===== src/design/d3q7_species_bgk_collision_assert.svh =====
// Assertion macros shared by the collision block.
`ifndef D3Q7_SPECIES_BGK_COLLISION_ASSERT_SVH
`define D3Q7_SPECIES_BGK_COLLISION_ASSERT_SVH
// condition holds at every edge out of reset
`define D3Q7_ASSERT_ALWAYS(lbl, clk, rst, cond) \
   lbl: assert property (@(posedge clk) disable iff (rst) (cond)) \
      else $error("assertion failed");
// antecedent implies consequent in the next cycle
`define D3Q7_ASSERT_NEXT(lbl, clk, rst, ante, cons) \
   lbl: assert property (@(posedge clk) disable iff (rst) (ante) |=> (cons)) \
      else $error("assertion failed");
`endif


===== src/design/d3q7_pkg.sv =====
// Shared constants and helpers of the D3Q7 species collision block.
package d3q7_pkg;
   localparam int VALUE_W  = 32;
   localparam int FRAC     = 24;
   localparam int CONC_W   = 35;
   localparam int K_W      = 19;
   localparam int DEN_W    = 37;
   localparam int QUO_W    = 26;
   localparam int NUM_W    = 50;
   localparam int DIV_STAGES = QUO_W;
   localparam int LANE_LAG = DIV_STAGES - 2;
   localparam int CONC_LAG = DIV_STAGES + 1;
   localparam int PIPE_DEPTH = DIV_STAGES + 4;
   localparam int LANES    = 7;
   localparam logic [30:0] TAU_RESET = 31'd1 << FRAC;
   localparam logic [DEN_W-1:0] HALF = DEN_W'(64'd1 << (FRAC - 1));
   localparam logic [DEN_W-1:0] TE_FLOOR =
      DEN_W'(((64'd501 << FRAC) + 64'd500) / 64'd1000);
   localparam logic [NUM_W-1:0] NUM_BASE = NUM_W'(64'd1 << (2 * FRAC));
   localparam logic signed [K_W-1:0] K_ONE = K_W'(32'sd1 << 14);

   function automatic logic [VALUE_W-1:0] sat42(input logic signed [41:0] v);
      logic signed [41:0] hi;
      logic signed [41:0] lo;
      hi = 42'sd2147483647;
      lo = -42'sd2147483648;
      if (v > hi) return hi[VALUE_W-1:0];
      else if (v < lo) return lo[VALUE_W-1:0];
      else return v[VALUE_W-1:0];
   endfunction
endpackage


===== src/design/d3q7_div.sv =====
// Pipelined restoring divider forming the rounded reciprocal of tau_eff.
module d3q7_div (
   input  logic                        clock,
   input  logic                        en,
   input  logic [d3q7_pkg::DEN_W-1:0]  den,
   output logic [d3q7_pkg::QUO_W-1:0]  quo
);
   import d3q7_pkg::*;

   logic [DEN_W-1:0] rem_ff [DIV_STAGES];
   logic [DEN_W-1:0] den_ff [DIV_STAGES];
   logic [QUO_W-1:0] low_ff [DIV_STAGES];
   logic [QUO_W-1:0] q_ff   [DIV_STAGES];
   logic [NUM_W-1:0] num;

   // round(2^48 / den) as floor((2^48 + den/2) / den)
   assign num = NUM_BASE + NUM_W'(den >> 1);

   genvar s;
   generate
      for (s = 0; s < DIV_STAGES; s++) begin : g_stage
         logic [DEN_W-1:0] rem_prev;
         logic [DEN_W-1:0] den_prev;
         logic [QUO_W-1:0] low_prev;
         logic [QUO_W-1:0] q_prev;
         logic [DEN_W:0]   trial;
         logic [DEN_W-1:0] rem_in;
         logic             bit_in;
         if (s == 0) begin : g_first
            assign rem_prev = DEN_W'(num[NUM_W-1:QUO_W]);
            assign den_prev = den;
            assign low_prev = num[QUO_W-1:0];
            assign q_prev   = '0;
         end else begin : g_next
            assign rem_prev = rem_ff[s-1];
            assign den_prev = den_ff[s-1];
            assign low_prev = low_ff[s-1];
            assign q_prev   = q_ff[s-1];
         end
         always_comb begin
            trial  = {rem_prev, low_prev[QUO_W-1]};
            bit_in = trial >= {1'b0, den_prev};
            rem_in = bit_in ? DEN_W'(trial - {1'b0, den_prev}) : trial[DEN_W-1:0];
         end
         always_ff @(posedge clock) begin
            if (en) begin
               rem_ff[s] <= rem_in;
               den_ff[s] <= den_prev;
               low_ff[s] <= {low_prev[QUO_W-2:0], 1'b0};
               q_ff[s]   <= {q_prev[QUO_W-2:0], bit_in};
            end
         end
      end
   endgenerate

   assign quo = q_ff[DIV_STAGES-1];
endmodule


===== config.mk =====
export PLATFORM = sky130hd
export DESIGN_NAME = d3q7_div
export DESIGN_NICKNAME = d
export VERILOG_FILES = /design/src/design/d3q7_species_bgk_collision_assert.svh /design/src/design/d3q7_pkg.sv /design/src/design/d3q7_div.sv
export SDC_FILE = /design/constraint.sdc
export NUM_CORES = 2
export LEC_CHECK = 0
export BUFFER_PORTS_ARGS = -buffer_cell sky130_fd_sc_hd__clkbuf_2
export CAP_MARGIN = 40
export CORE_UTILIZATION = 40
export CTS_CLUSTER_DIAMETER = 80
export DETAILED_ROUTE_END_ITERATION = 8
export HOLD_SLACK_MARGIN = 0.12
export PLACE_DENSITY = 0.64
export SLEW_MARGIN = 20
export SYNTH_ARGS = -nofsm -noshare
export SYNTH_HDL_FRONTEND = slang
export SYNTH_SLANG_ARGS = --single-unit

===== constraint.sdc =====
create_clock -name clock -period 4.92 [get_ports clock]
set_input_delay 0.492 -clock clock [delete_from_list [all_inputs] [get_ports clock]]
set_output_delay 0.492 -clock clock [all_outputs]
set_load 0.005 [all_outputs]

======== Yosys cells after proc, flatten, opt, wreduce, memory -nomap -nowiden ========
Memory sizes are Yosys's and may differ from the RTL's.
Cells that the tools add are included.
cells by class
  add/sub/neg operators ................... 27
  $lt $le $gt $ge ......................... 26
  multiplexer cells ....................... 28
operators by type and width
  kind                    number
  $mux 37                 26
  $ge 38x37->1            25
  $sub 37x37->37          25
  $add 49x36->50 const A  1
  $ge 25x37->1            1
  $sub 25x37->37          1
  $mux 1                  2
storage, ports and cells
  register bits after elaboration ......... 0
  bits in writable memories ............... 3250
  input bits .............................. 39
  memories kept ........................... 4
memories
  name    words  width  rd ports  clocked after Yosys merged registers in  wr ports  RTL line        RTL
  den_ff  26     37     25        0                                        26        d3q7_div.sv:11  logic [DEN_W-1:0] den_ff [DIV_STAGES];
  rem_ff  26     37     25        0                                        26        d3q7_div.sv:10  logic [DEN_W-1:0] rem_ff [DIV_STAGES];
  q_ff    26     26     26        0                                        26        d3q7_div.sv:13  logic [QUO_W-1:0] q_ff [DIV_STAGES];
  low_ff  26     25     25        0                                        26        d3q7_div.sv:12  logic [QUO_W-1:0] low_ff [DIV_STAGES];

======== Depth between registers and ports, before layout ========
  word-level depth ........................ 3
  gate-level depth with buffers ........... 18
  gate-level depth less buffers ........... 15

======== Least setup slack after synthesis ========
No wires, ideal clock.
  path kind ............................... reg-to-reg
  start ................................... mem den_ff[5][20] (netlist: den_ff[0][205])
  end ..................................... mem rem_ff[6][27] (netlist: rem_ff[0][249]) (data pin)
  setup time .............................. 0.260 ns
  arrival ................................. 3.413 ns
  required time ........................... 4.660 ns
  slack ................................... 1.247 ns
  cell stages (with the launch flop) ...... 16
  buffers on the path ..................... 1
  clock period less this slack ............ 3.673 ns
  path through ............................ edfxtp_1 inv_1 ha_1 inv_1 fa_1 a21oi_1 o21ai_1 o31a_1 a221o_1 a21oi_2 o21ai_1 o211ai_2 nand2_1 a21oi_4 buf_6 mux2_2
RTL lines
  element             RTL line
  start: declaration  d3q7_div.sv:11
  end: declaration    d3q7_div.sv:10

==> results.yml <==
placement:
  gp_congestion: 0.920
  dp_hpwl_um: 246000
  port_buffers: 64
sta:
  fin_setup_tns_ns: 0
  worst_pin_slew_ns: 0.887
  fin_crit_sh_pct: 90.4
  rsz0062_at_grt: "no"
  slew_viol_final: 0
  fin_crit_ns: 4.45
  setup_viol: 0
  maxSlewHeadroom_pct: 39.9
  hold_viol_final: 0
  whs_ns: 0.369
  fmax_ghz: 0.225
  final.setup_skew_ns: 0.0919
worst_hold_path:
  hp-class: "primary input to flop"
  hp-start: "den[10]"
cts:
  cts_buffers: 235
  post_cts_buffers: 0
  root_buffer: "clkbuf_16"
  cts.path.max_buffers: 4
  post_cts_resize_count: 0
  clk_latency_ns: 0.90
  h-tree-depth: 4
  clkTransAtPathRegs_ns: 0.07
  cts.sinks: 2201
  cts_tree: "built"
detailed_routing:
  drc: 0
  via_count: 88200
  firstDrtPassIters: 5
  first_iter_violations: 6250
  wire_per_inst_um: 19.4
  routed_via_density: 5.38
  drt_wl_total_um: 318000
  ant_nets: 0
synthesis:
  synth.top_cell.area_share_pct: 51.4
  yosys-top-cells-count: "edfxtp_1, inv_1, a21oi_1"
  synthCells: 11800
  async_flop_share_pct: 0
  synth_nets: 12800
  yosys.cell_types.count: 109
  ys_ff_latch: 2201
  dominantRegCellSynth: "edfxtp_1"
  synth_most_common_cell: "edfxtp_1"
  synth_area_sq_um: 129000
  yosysTopAreaCell: "edfxtp_1"
  yosysWarnings: 0
  synthTopCellsByArea: "edfxtp_1, ha_1, a21oi_1"
  syn_avg_cell_area_sq_um: 10.9
  synth-edff-count: 2201
  ys_seq_area_share_pct: 51.4
global_routing:
  antenna_found_initial: 2
  grt_overflow: 0
  grt_first_pass_wirelength_um: 491000
  grt_max_degree: 116
  grt_pass1_vias: 85500
  grt_use_total_pct: 19.2
floorplan:
  num_io_pins: 65
  start_util_pct: 40.3
  die_area_sq_um: 324000
  coreArea_sq_um: 319000
  die_w_um: 569
  die-height_um: 569
  rows: 207
critical_path:
  critPathLaunchType: "flop"
  path_common_cell: "a31oi_1"
  slowest_delay_ns: 0.53
  cp.required_ns: 5.51
  worstSetupEndpointType: "flop"
  startpoint: "den_ff[0][169]"
  arrival_ns: 5.04
  crit_path_max_fanout: 60
  crit_type: "flop to flop"
  r2r_start: "den_ff[0][169]"
  worst_path_max_delay_cell: "a31oi_1"
  crit_chain: "inv_1, ha_1, inv_1, fa_1, a211oi_1, o21ai_0, nand3_1, a31oi_1, o211ai_1, a31oi_1, a31oi_1, o21ai_4, buf_12, mux2_2"
run_status:
  status: "completed"
run:
  cap_violations: 0
pwr:
  ir_drop_uv: 577
  powerDensity_nw_per_um2: 670
  leakage_nw: 57.9
finish:
  fin_nets: 12900
  drive_gt1_share_pct: 8.34
  area_growth_pct: 11.0
kinds of logic (layout without fill, tap and decap cells):
| logic type | after synthesis | after routing | share of synthesized area (%) |
|---|---|---|---|
| flops | 2201 | 2201 | 51.4 |
| mux | 345 | 345 | 3.05 |
| compound gates | 3362 | 3362 | 16.6 |
| simple gates | 2597 | 2597 | 9.55 |
| buf+inv | 1538 | 1869 | 4.67 |
| xor+xnor | 764 | 764 | 5.21 |
| fa+ha+maj | 961 | 961 | 9.50 |
| other cells | 0 | 6 | 0 |
flip-flops by register name, summed over array words and instances, names as in the netlist:
name,cells
rem_ff,925
q_ff,351
den_ff,925
per-layer routing:
layer	up-vias	track usage, %	part of all wire, %	wire length, um
li1	43500	-	-	-
met1	42000	23.6	42	134000
met5	-	0	0	0
met2	2061	34.2	50	158000
met4	0	7.95	4.5	14400
met3	617	2.07	3.9	12500
report_power, final:
group          total, mW  switching [mW]  internal, mW
sequential          31.9            3.77          28.1
clock               18.1            7.50          10.6
combinational       45.6            25.8          19.8
total               95.6            37.1          58.5
metrics by stage:
step	power [mW]	cell area [sq um]	setup WS [ns]	instances	utilization (%)
3_3_place_gp	77.0	134000	0.589	15900	42.1
3_5_place_dp	77.2	134000	0.573	15900	42.1
4_1_cts	95.8	143000	0.495	16400	44.7
2_1_floorplan	65.0	129000	1.25	11800	-
6_report	95.6	143000	0.475	16400	44.7
5_1_grt	102	143000	0.212	16400	44.7
critical path: cells and delay by family (launching register included):
kind / cells / cell delay [ns]
compound gates: 7 / 2.22
fa+ha+maj: 2 / 0.44
simple gates: 1 / 0.21
mux: 1 / 0.39
buf+inv: 3 / 0.46
flops: 1 / 0.40
repair_timing:
item	in CTS	in global routing
hold endpoints to repair	87	0
hold buffers	38	0
endpoints found under the setup margin	0	0
cell type report:
type,instances,area [sq um]
fillers,29600,176000
repair buffers,240,2220
clock inverters,165,1880
clock buffers,261,6000
diodes,6,15.0
multi-input cells,8029,56600
inverters,1203,4520
flip-flops and latches,2201,66100
well taps,4284,5360
placed cells by master, fill, tap and decap left out, types with 236 or more instances in the layout:
cell / n
edfxtp_1: 2201
inv_1: 1197
a21oi_1: 1056
ha_1: 936
nand2_1: 785
nor2_1: 733
o21ai_0: 727
a21o_1: 561
xnor2_1: 457
xor2_1: 307
mux2_2: 281
clkbuf_16: 236
path summary, 6_finish.rpt:
kind	endpoint	slack, ns	cells past startpoint
max reg2reg	rem_ff[0][208]	0.47	14
min	den_ff[0][10]	0.37	2
max	rem_ff[0][208]	0.47	14
min reg2reg	den_ff[1][277]	0.39	0
No activity file was read; power rests on OpenSTA's default activity.
